File: config.mk
export PLATFORM = sky130hd
export DESIGN_NAME = stop_and_wait_arq_endpoint
export DESIGN_NICKNAME = d
export VERILOG_FILES = /design/src/sv/sawa_pkg.sv /design/src/sv/stop_and_wait_arq_endpoint.sv /design/src/sv/sawa_qmem.sv /design/src/sv/sawa_engine.sv
export SDC_FILE = /design/constraint.sdc
export NUM_CORES = 2
export LEC_CHECK = 0
export BUFFER_PORTS_ARGS = -buffer_cell sky130_fd_sc_hd__buf_2
export CORE_MARGIN = 5
export CORE_UTILIZATION = 45
export CTS_BUF_LIST = sky130_fd_sc_hd__clkbuf_16
export DETAILED_ROUTE_END_ITERATION = 7
export GPL_ROUTABILITY_DRIVEN = 0
export HOLD_SLACK_MARGIN = 0.12
export SETUP_SLACK_MARGIN = 0.15
export SLEW_MARGIN = 20
export SYNTH_ARGS = -nofsm -noshare
export SYNTH_HDL_FRONTEND = slang
export SYNTH_SLANG_ARGS = --single-unit
File: constraint.sdc
create_clock -name clk -period 13.3 [get_ports clk]
set_input_delay 0.665 -clock clk [delete_from_list [all_inputs] [get_ports clk]]
set_output_delay 0.665 -clock clk [all_outputs]
set_load 0.01 [all_outputs]
File: src/sv/sawa_pkg.sv
// Shared types, codes and helpers for the stop-and-wait ARQ endpoint.
package sawa_pkg;

	localparam int QUEUE_DEPTH_DEF = 16;
	localparam int SEQ_BITS_DEF    = 16;

	localparam logic [15:0] MIN_ADDR = 16'd100;

	// input commands
	localparam logic [1:0] CMD_PACKET = 2'd0;
	localparam logic [1:0] CMD_FRAME  = 2'd1;
	localparam logic [1:0] CMD_TICK   = 2'd2;

	// received frame types (anything else is handled as data)
	localparam logic [1:0] FT_ACK  = 2'd1;
	localparam logic [1:0] FT_NACK = 2'd2;

	// transmitted frame kinds
	localparam logic [1:0] TX_NONE = 2'd0;
	localparam logic [1:0] TX_DATA = 2'd1;
	localparam logic [1:0] TX_ACK  = 2'd2;
	localparam logic [1:0] TX_NACK = 2'd3;

	// status codes
	localparam logic [2:0] ST_OK        = 3'd0;
	localparam logic [2:0] ST_QFULL     = 3'd1;
	localparam logic [2:0] ST_BAD_DEST  = 3'd2;
	localparam logic [2:0] ST_NOT_OURS  = 3'd3;
	localparam logic [2:0] ST_STALE_ACK = 3'd4;
	localparam logic [2:0] ST_OOO_DROP  = 3'd5;

	// configuration register indexes
	localparam logic [1:0] REG_OWN_ADDR = 2'd0;
	localparam logic [1:0] REG_TIMEOUT  = 2'd1;
	localparam logic [1:0] REG_QLIMIT   = 2'd2;

	localparam logic [15:0] OWN_ADDR_RST = 16'd100;
	localparam logic [15:0] TIMEOUT_RST  = 16'd300;
	localparam logic [4:0]  QLIMIT_RST   = 5'd16;

	typedef struct packed {
		logic [15:0] own_addr;
		logic [15:0] timeout_ticks;
		logic [4:0]  queue_limit;
	} cfg_t;

	typedef struct packed {
		logic [1:0]  command;
		logic [15:0] dest_addr;
		logic [15:0] payload_tag;
		logic [1:0]  frame_type;
		logic [15:0] frame_seq;
		logic [15:0] frame_src;
		logic [15:0] frame_dst;
		logic        bit_error;
	} item_t;

	typedef struct packed {
		logic [1:0]  tx_kind;
		logic [15:0] tx_seq;
		logic [15:0] tx_dst;
		logic [3:0]  tx_hop;
		logic [15:0] tx_tag;
		logic        deliver_valid;
		logic [15:0] deliver_src;
		logic [15:0] deliver_tag;
		logic [2:0]  status;
		logic [4:0]  queue_len;
		logic        waiting;
	} result_t;

	// address modulo 10 via reciprocal multiply; exact for 16-bit inputs
	function automatic logic [3:0] hop_of(input logic [15:0] d);
		logic [31:0] p;
		logic [12:0] q;
		logic [15:0] q10;
		p   = 32'(d) * 32'd52429;
		q   = p[31:19];
		q10 = 16'({q, 3'b000}) + 16'({q, 1'b0});
		return 4'(d - q10);
	endfunction

endpackage

File: src/sv/stop_and_wait_arq_endpoint.sv
// Stop-and-wait ARQ endpoint top level: config registers, input stage, result register.
//
// One event (packet from above, frame from below, timer tick) enters per transaction and
// yields exactly one result transaction. Sustained rate is one event per clock while the
// consumer is ready. The send queue memory is read at the head pointer on the accepting edge
// (synchronous read), the decision is made from the registered event and is loaded into the
// output register once that register can take the result. The output register keeps taking
// results while the consumer is ready, so inputs stall only under output back-pressure.
// Configuration writes are always taken and must only be issued while no event is in flight.
// The send queue needs no clearing after reset; only pushed entries are ever used.
module stop_and_wait_arq_endpoint #(
	parameter int QUEUE_DEPTH = sawa_pkg::QUEUE_DEPTH_DEF,
	parameter int SEQ_BITS    = sawa_pkg::SEQ_BITS_DEF
) (
	input  logic        clk,
	input  logic        arst_n,
	input  logic        s_axis_tvalid,
	output logic        s_axis_tready,
	// dest_addr, payload_tag, frame_type, frame_seq, frame_src, frame_dst, bit_error, pad
	input  logic [87:0] s_axis_tdata,
	// command
	input  logic [1:0]  s_axis_tuser,
	output logic        m_axis_tvalid,
	input  logic        m_axis_tready,
	// tx_kind, tx_seq, tx_dst, tx_hop, tx_tag, deliver_valid, deliver_src, deliver_tag,
	// status, queue_len, waiting
	output logic [95:0] m_axis_tdata,
	input  logic        cfg_valid,
	output logic        cfg_ready,
	input  logic [1:0]  cfg_index,
	input  logic [15:0] cfg_data
);
	import sawa_pkg::*;

	localparam int AW = (QUEUE_DEPTH > 1) ? $clog2(QUEUE_DEPTH) : 1;

	cfg_t          cfg_q;
	item_t         item_in, item_s1;
	logic          v_s1, s1_fire, in_acc;
	result_t       res, res_q;
	logic          ov_q;
	logic [31:0]   entry;
	logic          mem_we;
	logic [AW-1:0] mem_waddr, head_d;
	logic [31:0]   mem_wdata;

	assign cfg_ready = 1'b1;

	always_ff @(posedge clk or negedge arst_n) begin
		if (!arst_n) begin
			cfg_q.own_addr      <= OWN_ADDR_RST;
			cfg_q.timeout_ticks <= TIMEOUT_RST;
			cfg_q.queue_limit   <= QLIMIT_RST;
		end else if (cfg_valid) begin
			case (cfg_index)
				REG_OWN_ADDR: cfg_q.own_addr      <= cfg_data;
				REG_TIMEOUT:  cfg_q.timeout_ticks <= cfg_data;
				REG_QLIMIT:   cfg_q.queue_limit   <= cfg_data[4:0];
				default: begin
				end
			endcase
		end
	end

	always_comb begin
		item_in.command     = s_axis_tuser;
		item_in.dest_addr   = s_axis_tdata[15:0];
		item_in.payload_tag = s_axis_tdata[31:16];
		item_in.frame_type  = s_axis_tdata[33:32];
		item_in.frame_seq   = s_axis_tdata[49:34];
		item_in.frame_src   = s_axis_tdata[65:50];
		item_in.frame_dst   = s_axis_tdata[81:66];
		item_in.bit_error   = s_axis_tdata[82];
	end

	assign s1_fire       = v_s1 && (!ov_q || m_axis_tready);
	assign s_axis_tready = !v_s1 || s1_fire;
	assign in_acc        = s_axis_tvalid && s_axis_tready;

	always_ff @(posedge clk or negedge arst_n) begin
		if (!arst_n) begin
			v_s1 <= 1'b0;
			ov_q <= 1'b0;
		end else begin
			if (in_acc) begin
				v_s1 <= 1'b1;
			end else if (s1_fire) begin
				v_s1 <= 1'b0;
			end
			if (s1_fire) begin
				ov_q <= 1'b1;
			end else if (m_axis_tready) begin
				ov_q <= 1'b0;
			end
		end
	end

	always_ff @(posedge clk) begin
		if (in_acc) begin
			item_s1 <= item_in;
		end
		if (s1_fire) begin
			res_q <= res;
		end
	end

	sawa_qmem #(
		.QD(QUEUE_DEPTH)
	) u_qmem (
		.clk   (clk),
		.we    (mem_we),
		.waddr (mem_waddr),
		.wdata (mem_wdata),
		.re    (in_acc),
		.raddr (head_d),
		.rdata (entry)
	);

	sawa_engine #(
		.QD(QUEUE_DEPTH),
		.SB(SEQ_BITS)
	) u_engine (
		.clk       (clk),
		.arst_n    (arst_n),
		.cfg       (cfg_q),
		.item      (item_s1),
		.fire      (s1_fire),
		.entry     (entry),
		.res       (res),
		.mem_we    (mem_we),
		.mem_waddr (mem_waddr),
		.mem_wdata (mem_wdata),
		.head_d    (head_d)
	);

	assign m_axis_tvalid = ov_q;
	assign m_axis_tdata  = {res_q.waiting, res_q.queue_len, res_q.status, res_q.deliver_tag,
		res_q.deliver_src, res_q.deliver_valid, res_q.tx_tag, res_q.tx_hop, res_q.tx_dst,
		res_q.tx_seq, res_q.tx_kind};

endmodule

File: src/sv/sawa_qmem.sv
// Send queue storage: one write port, one registered read port with write bypass.
module sawa_qmem #(
	parameter int QD = 16,
	localparam int AW = (QD > 1) ? $clog2(QD) : 1
) (
	input  logic          clk,
	input  logic          we,
	input  logic [AW-1:0] waddr,
	input  logic [31:0]   wdata,
	input  logic          re,
	input  logic [AW-1:0] raddr,
	output logic [31:0]   rdata
);
	logic [31:0] mem [QD];
	logic [31:0] rdata_q;
	logic [31:0] byp_data_q;
	logic        byp_q;

	always_ff @(posedge clk) begin
		if (we) begin
			mem[waddr] <= wdata;
		end
		if (re) begin
			rdata_q    <= mem[raddr];
			byp_q      <= we && (waddr == raddr);
			byp_data_q <= wdata;
		end
	end

	// a push landing on the slot being read wins over the stale array word
	assign rdata = byp_q ? byp_data_q : rdata_q;

endmodule

File: src/sv/sawa_engine.sv
// Protocol state and per-event decision: sequence numbers, timer, queue pointers.
module sawa_engine #(
	parameter int QD = 16,
	parameter int SB = 16,
	localparam int AW = (QD > 1) ? $clog2(QD) : 1
) (
	input  logic              clk,
	input  logic              arst_n,
	input  sawa_pkg::cfg_t    cfg,
	input  sawa_pkg::item_t   item,
	input  logic              fire,
	input  logic [31:0]       entry,
	output sawa_pkg::result_t res,
	output logic              mem_we,
	output logic [AW-1:0]     mem_waddr,
	output logic [31:0]       mem_wdata,
	output logic [AW-1:0]     head_d
);
	import sawa_pkg::*;

	localparam int CW = $clog2(QD + 1);

	logic [SB-1:0] seq_q, seq_n, exp_q, exp_n;
	logic          wait_q, wait_n, run_q, run_n;
	logic [15:0]   tmr_q, tmr_n, ldst_q, ldst_n, ltag_q, ltag_n;
	logic [AW-1:0] head_q, head_n;
	logic [CW-1:0] cnt_q, cnt_n;

	logic [CW-1:0] lim;
	logic [AW:0]   slot;
	logic          push, snd, rsnd;
	logic [15:0]   snd_dst, snd_tag, tinc, tlim;
	logic [SB-1:0] fseq, nxt, seq_gap;

	always_comb begin
		seq_n   = seq_q;
		exp_n   = exp_q;
		wait_n  = wait_q;
		run_n   = run_q;
		tmr_n   = tmr_q;
		ldst_n  = ldst_q;
		ltag_n  = ltag_q;
		head_n  = head_q;
		cnt_n   = cnt_q;
		res     = '0;
		push    = 1'b0;
		snd     = 1'b0;
		rsnd    = 1'b0;
		snd_dst = item.dest_addr;
		snd_tag = item.payload_tag;
		fseq    = SB'(item.frame_seq);
		nxt     = exp_q + 1'b1;
		seq_gap = fseq - nxt;
		tinc    = (tmr_q != 16'hFFFF) ? tmr_q + 16'd1 : tmr_q;
		tlim    = (cfg.timeout_ticks == 16'd0) ? 16'd1 : cfg.timeout_ticks;

		if (32'(cfg.queue_limit) < QD) begin
			lim = CW'(cfg.queue_limit);
		end else begin
			lim = CW'(QD);
		end

		slot = (AW+1)'(head_q) + (AW+1)'(cnt_q);
		if (slot >= (AW+1)'(QD)) begin
			slot = slot - (AW+1)'(QD);
		end

		case (item.command)
			CMD_PACKET: begin
				if (item.dest_addr < MIN_ADDR) begin
					res.status = ST_BAD_DEST;
				end else if (!wait_q) begin
					snd = 1'b1;
				end else if (cnt_q >= lim) begin
					res.status = ST_QFULL;
				end else begin
					push  = 1'b1;
					cnt_n = cnt_q + 1'b1;
				end
			end
			CMD_TICK: begin
				if (run_q) begin
					tmr_n = tinc;
					if (tinc >= tlim) begin
						rsnd = 1'b1;
					end
				end
			end
			CMD_FRAME: begin
				if (item.frame_dst != cfg.own_addr) begin
					res.status = ST_NOT_OURS;
				end else if (item.frame_type == FT_NACK) begin
					rsnd = wait_q;
				end else if (item.frame_type == FT_ACK) begin
					if (fseq == seq_q) begin
						if (cnt_q != '0) begin
							snd     = 1'b1;
							snd_dst = entry[31:16];
							snd_tag = entry[15:0];
							cnt_n   = cnt_q - 1'b1;
							head_n  = (32'(head_q) == QD - 1) ? '0 : head_q + 1'b1;
						end else begin
							wait_n = 1'b0;
							run_n  = 1'b0;
							tmr_n  = '0;
						end
					end else begin
						res.status = ST_STALE_ACK;
					end
				end else if (item.bit_error) begin
					res.tx_kind = TX_NACK;
					res.tx_seq  = item.frame_seq;
					res.tx_dst  = item.frame_src;
				end else if (seq_gap == '0) begin
					exp_n             = nxt;
					res.tx_kind       = TX_ACK;
					res.tx_seq        = 16'(nxt);
					res.tx_dst        = item.frame_src;
					res.deliver_valid = 1'b1;
					res.deliver_src   = item.frame_src;
					res.deliver_tag   = item.payload_tag;
				end else if (seq_gap[SB-1]) begin
					// older frame: cumulative ACK of what we already hold
					res.tx_kind = TX_ACK;
					res.tx_seq  = 16'(exp_q);
					res.tx_dst  = item.frame_src;
				end else begin
					res.status = ST_OOO_DROP;
				end
			end
			default: begin
			end
		endcase

		if (snd) begin
			seq_n       = seq_q + 1'b1;
			ldst_n      = snd_dst;
			ltag_n      = snd_tag;
			res.tx_kind = TX_DATA;
			res.tx_seq  = 16'(seq_n);
			res.tx_dst  = snd_dst;
			res.tx_tag  = snd_tag;
		end else if (rsnd) begin
			res.tx_kind = TX_DATA;
			res.tx_seq  = 16'(seq_q);
			res.tx_dst  = ldst_q;
			res.tx_tag  = ltag_q;
		end
		if (snd || rsnd) begin
			wait_n = 1'b1;
			run_n  = 1'b1;
			tmr_n  = '0;
		end

		res.tx_hop    = hop_of(res.tx_dst);
		res.queue_len = 5'(cnt_n);
		res.waiting   = wait_n;
	end

	assign mem_we    = fire && push;
	assign mem_waddr = AW'(slot);
	assign mem_wdata = {item.dest_addr, item.payload_tag};
	assign head_d    = fire ? head_n : head_q;

	always_ff @(posedge clk or negedge arst_n) begin
		if (!arst_n) begin
			seq_q  <= '0;
			exp_q  <= '0;
			wait_q <= 1'b0;
			run_q  <= 1'b0;
			tmr_q  <= '0;
			ldst_q <= '0;
			ltag_q <= '0;
			head_q <= '0;
			cnt_q  <= '0;
		end else if (fire) begin
			seq_q  <= seq_n;
			exp_q  <= exp_n;
			wait_q <= wait_n;
			run_q  <= run_n;
			tmr_q  <= tmr_n;
			ldst_q <= ldst_n;
			ltag_q <= ltag_n;
			head_q <= head_n;
			cnt_q  <= cnt_n;
		end
	end

	a_timer_needs_wait: assert property (@(posedge clk) disable iff (!arst_n)
		run_q |-> wait_q)
		else $error("timer running while not awaiting an ACK");

	a_idle_queue_empty: assert property (@(posedge clk) disable iff (!arst_n)
		!wait_q |-> cnt_q == '0)
		else $error("packets queued while idle");

	a_count_bound: assert property (@(posedge clk) disable iff (!arst_n)
		32'(cnt_q) <= QD)
		else $error("queue count above depth");

	a_data_arms_timer: assert property (@(posedge clk) disable iff (!arst_n)
		fire && res.tx_kind == TX_DATA |=> wait_q && run_q && tmr_q == '0)
		else $error("data frame sent without arming the timer");

endmodule
; ---- Yosys cells after proc, flatten, opt, wreduce, memory -nomap -nowiden
; Memory sizes are Yosys's and may differ from the RTL's. A register that Yosys moved wholly into a read port is not among the register bits.
; Index checks and enable logic that the tools add are counted.
[totals]
ff_bits = 344
mem_bits_rw = 512
out_inout_bits = 99
wordCells = 213
n_memories = 1
[classes]
addsub = 11
mul = 1
magnitude_cmp = 5
n_eq_ne = 20
n_mux = 102
bitwise = 6
reduce_logical = 31
[mem_list]
columns = memory, words, word_bits, rd, rd_clocked_by_memory_dff, write_ports, line
row1 = u_qmem.mem, 16, 32, 1, 1, 1, sawa_qmem.sv:14  ; logic [31:0] mem [QD];
[op_table]
columns = op, count
row1 = 16-bit two-way mux, 23
row2 = 33-bit two-way mux, 5
row3 = 34-bit two-way mux, 3
row4 = 32-bit two-way mux, 3
row5 = "16-bit by 1-bit adder with 16-bit output, second input constant", 3
row6 = 5-bit two-way mux, 9
row7 = 1-bit two-way mux, 36
row8 = 36-bit two-way mux, 1
row9 = 4-bit two-way mux, 9
row10 = 16-bit logical NOT, 2
row11 = 16-bit case mux with 2 select lines, 1
row12 = 3-bit two-way mux, 8
row13 = "16-bit by 16-bit multiplier with 22-bit output, second input constant", 1
row14 = 16-bit equality test, 1
row15 = 16-bit greater-or-equal comparator, 1
row16 = "16-bit by 7-bit less-than comparator with 1-bit output, second input constant", 1
row17 = 16-bit inequality test, 1
row18 = "16-bit inequality test, second input constant", 1
row19 = 16-bit subtractor, 1
row20 = 7-bit AND reduction, 2
row21 = 6-bit OR reduction, 2
row22 = 5-bit case mux with 2 select lines, 1
row23 = 2-bit nonzero test, 5
row24 = "3-bit by 1-bit inequality test with 1-bit output, second input constant", 3
row25 = other kinds (29), 53

; ---- Depth between registers and ports, before layout
[depth]
ltp_word = 14
mapped_depth = 48
mapped_depth_nobuf = 46

; ---- Hierarchy
; A second synthesis with hierarchy kept.
[unflattened]
hier_cells = 2796
hier_area_um2 = 41604.9
[modules_own_cells]
columns = module, n_inst, cells_per_inst, area_per_inst_um2, seq_area_each_um2
row1 = sawa_qmem, 1, 915, 21593.2, 17326.6
row2 = sawa_engine, 1, 1611, 13067.5, 2277.2
row3 = stop_and_wait_arq_endpoint, 1, 270, 6944.2, 6421.2

; ---- Least setup slack after synthesis
; No wires, ideal clock.
[synth_path]
path_kind = reg-to-reg
startpoint = reg u_engine.tmr_q[3]
endpoint = reg res_q, in the netlist m_axis_tdata[37], data pin
setup_ns = 0.260
arrival_time_ns = 9.610
required_time_ns = 13.040
path_slack_ns = 3.430
path_stages_with_launch = 48
n_path_buf = 2
period_less_slack_ns = 9.870
cell_sequence = dfrtp_1 and3_1 and3_1 nand3_1 or3_1 or3_1 clkbuf_1 nand2b_1 nor2_1 xor2_1 ha_1 a21o_1 a21o_1 a21oi_1 o211ai_1 a211oi_1 o21ai_0 nor2_1 [12 not listed] fa_1 inv_1 ha_1 a21o_1 a21o_1 a41o_1 a21oi_1 o21ai_0 a31oi_1 xnor2_1 ha_1 xnor2_1 xnor2_1 xnor2_1 xnor2_1 xnor2_1 xnor2_1 xnor2_1
[synth_rtl]
columns = item, line
row1 = "start, declared", sawa_engine.sv:25  ; logic [15:0] tmr_q, tmr_n, ldst_q, ldst_n, ltag_q, ltag_n;
row2 = "start signal, assigned", sawa_engine.sv:181  ; tmr_q <= tmr_n;
row3 = "end signal, assigned", stop_and_wait_arq_endpoint.sv:103  ; res_q <= res;
row4 = "end, declared", stop_and_wait_arq_endpoint.sv:40  ; result_t res, res_q;

==> results by group <==
Outcome
  – Status: completed

Worst setup path
  – Most common cell on crit path: xnor2_1
  – Buffers plus inverters on the worst setup path: 4
  – Critical Path Max Stage Delay: approximately 0.70 ns
  – Launching point of the worst reg2reg path: u_engine.tmr_q[3]
  – Crit path max fanout: 12
  – Crit path launch type: flip-flop
  – Crit path DAT: roughly 12 ns
  – Setup crit end kind: flip-flop
  – CP max stage cell: a21oi_1
  – CP startpoint: u_engine.tmr_q[3]
  – Worst Path Required: ~14 ns
  – Critical path's top delay family: compound AO/OA/AOI/OAI gates
  – Critical setup path kind: reg2reg

Synthesis
  – Post-synth top flop: edfxtp_1
  – Synth Area in XOR/XNOR: 0.0311
  – Post-synthesis mux area share: 0.0582
  – Gate Count Post-Synth: about 3200
  – Sequential-to-total area share from yosys stat: 0.623
  – Adder-Cell Fraction of Synth Area: 0.0699
  – Post-synth EDFFs: between 700 and 800
  – Yosys cell types: 88
  – Largest family of logic cells by synthesized area: compound AO/OA/AOI/OAI gates
  – Compound-Gate Fraction of Synth Area: 0.0978
  – Synth Area per Inst: 13.1 um2
  – Synth Warn #: 0
  – Syn Std Cell Area: ~42000 um2
  – Number of synthesized register bits: roughly 900
  – Synth Net Count: 3482
  – Post-synthesis simple-gate area fraction: 0.0868
  – Async SR Flop Fraction: 0.146

STA
  – Max Slew Vio Count: 0
  – Max_slew headroom: 0.251
  – Final setup viols: 0
  – RSZ-0062 raised after global routing: no
  – Fin crit share: 0.875
  – Setup TNS: 0 ns
  – Final worst path period need: between 10 and 15 ns
  – Layout Skew: between 0.03 and 0.04 ns
  – Hold Vio Cnt, Final: 0
  – Tightest Pin Transition: 1.12 ns
  – Highest Clock Rate: ~86 MHz

CTS
  – CTS Root Cell: clkbuf_16
  – CTS buffer count: 95
  – Maximum clock path buffer count: 3
  – Worst-skew pair later-pin latency: around 0.67 ns
  – Clock Sink Count: about 900
  – Post-CTS Resized: 0
  – Clock transition at path regs: 0.06 ns
  – H-tree levels: 3
  – CTS tree: built

Floorplan
  – Die ar.: slightly below 100000 um2
  – Die Width: about 310 um
  – Rows: roughly 110
  – Core ar.: slightly above 90000 um2
  – Die Height: 315 um
  – IO Count: between 200 and 250
  – Starting density of the core: 0.454

Detailed routing
  – Post-route antenna net violation count: 0
  – DRC: 0
  – DR WL/cell: around 22 um
  – First-pass detailed-route iteration total: 6
  – Vias post-DR: 25833
  – Vias per cell: 5.53
  – Final wirelength: slightly above 100 mm
  – Iteration-0 DRC Markers: 1815

Global route
  – Global-route wire length before repair: ~150 mm
  – Total GRT Usage: 0.202
  – Number of global-route vias before repair: approximately 26000
  – Initial antenna violation count: 5
  – Largest net degree at the start of global routing: 88
  – Grt ovf: 0

Place
  – I/O Buffers: between 200 and 250
  – Dpl hpwl: around 64 mm

Power
  – Total power: 6.61 mW
  – Leakage power: 18.7 nW
  – PwrDens: around 140 nW/um2
  – IR drop worst, VDD: around 0.095 mV

Layout
  – Area grow syn2layout: 13.2%
  – Fillcell total: between 7000 and 8000
  – Most common cell after layout, fill and taps aside: edfxtp_1
  – Most frequent cells in the layout: edfxtp_1 (758), nand2_1 (259), buf_2 (204)
  – Share of cells above drive strength 1: 0.144
  – Layout net count: between 3000 and 4000

Worst hold path
  – Worst hold path startpoint: s_axis_tdata[27]
  – Hold/Removal Path Class: in2reg

Flow run
  – MaxCap Viol Count: 0
report_power, final:
part	switching, mW	leakage, nW	internal, mW	total, mW
logic	0.427	8.53	0.289	0.716
registers	0.125	8.65	3.20	3.33
clock network	1.08	1.56	1.48	2.56
cell usage after synthesis, types with 12 or more instances:
cell        n  share of area
edfxtp_1  758           0.54
nand2_1   260          0.023
mux2i_1   200          0.048
a21oi_1   188          0.023
inv_1     177          0.016
a211oi_1  164          0.029
clkbuf_1  149          0.013
ha_1      125          0.037
dfrtp_1   122          0.073
nor2_1    118          0.011
o21ai_0   115          0.014
nor2b_1   106          0.016
xnor2_1   105          0.022
fa_1       65          0.031
nand3_1    55         0.0066
and2_1     39         0.0058
mux2_2     38          0.010
a311oi_1   34         0.0071
nor3_1     31         0.0037
xor2_1     28         0.0059
and3_1     21         0.0031
a21o_1     20         0.0036
nand4_1    20         0.0030
nor4_1     19         0.0028
buf_1      14         0.0013
nand2b_1   14         0.0021
a221oi_1   12         0.0025
buf_2      12         0.0014
cell type report:
cell class	count	area (um2)	share of cell area
antenna	2	5.00	0.000106
sequential	888	26000	0.550
clock inverter	74	606	0.0128
inverter	179	674	0.0143
clock buffer	97	2430	0.0513
tap	1243	1560	0.0329
multi-input combinational	1932	14600	0.308
timing repair buffer	256	1420	0.0300
flip-flops by register name, indices dropped and copies added (netlist names), 4 cells and up:
name               cells
u_engine.tmr_q        16
u_engine.exp_q        16
m_axis_tdata          96
u_engine.cnt_q         5
cfg_q                 37
u_engine.ltag_q       16
u_engine.seq_q        16
u_qmem.byp_data_q     32
u_qmem.mem           512
item_s1               85
u_engine.ldst_q       16
u_engine.head_q        4
u_qmem.rdata_q        32
routing by layer:
layer	vias up	routed length, um	track usage	share of wire
met2	734	49200	0.339	0.48
met4	4	2440	0.0601	0.024
met5	-	27	0	0.00027
li1	12077	-	-	-
met1	12859	43900	0.275	0.43
met3	159	6030	0.0308	0.059
path summary, 6_finish.rpt:
path | cells past startpoint | slack [ns] | to
min | 1 | 0.18 | item_s1[62]
max in group asynchronous | 3 | 11.34 | u_engine.cnt_q[4]
min reg2reg | 2 | 0.48 | u_engine.ltag_q[14]
min in group asynchronous | 2 | 0.61 | m_axis_tvalid
max reg2reg | 45 | 1.66 | m_axis_tdata[37]
max | 45 | 1.66 | m_axis_tdata[37]
per-stage QoR:
stage / util / hold WS [ns] / instances / setup slack [ns] / cell area, um2
after floorplan: - / 0.369 / 3179 / 3.43 / 41800
after global placement: 0.481 / 0.461 / 4497 / 2.09 / 44200
after detailed placement: 0.481 / 0.468 / 4497 / 1.81 / 44200
after CTS: 0.514 / 0.131 / 4669 / 1.74 / 47300
after global routing: 0.514 / 0.137 / 4670 / 0.985 / 47300
final: 0.514 / 0.176 / 4671 / 1.66 / 47300
logic make-up (layout without fill, tap and decap cells):
family                   count (synthesis)  count (layout)
flip-flops                             888             888
AND/OR/NAND/NOR                        732             732
AO/OA/AOI/OAI                          627             627
buffers and inverters                  359             606
multiplexers                           238             238
adder cells (fa/ha/maj)                195             195
XOR/XNOR                               139             139
other                                    1               3
repair_timing:
action,CTS,global route
hold endpoints to repair,62,0
setup buffers,0,0
hold buffers,1,0
Note: power is estimated with default switching activity, not from simulation.
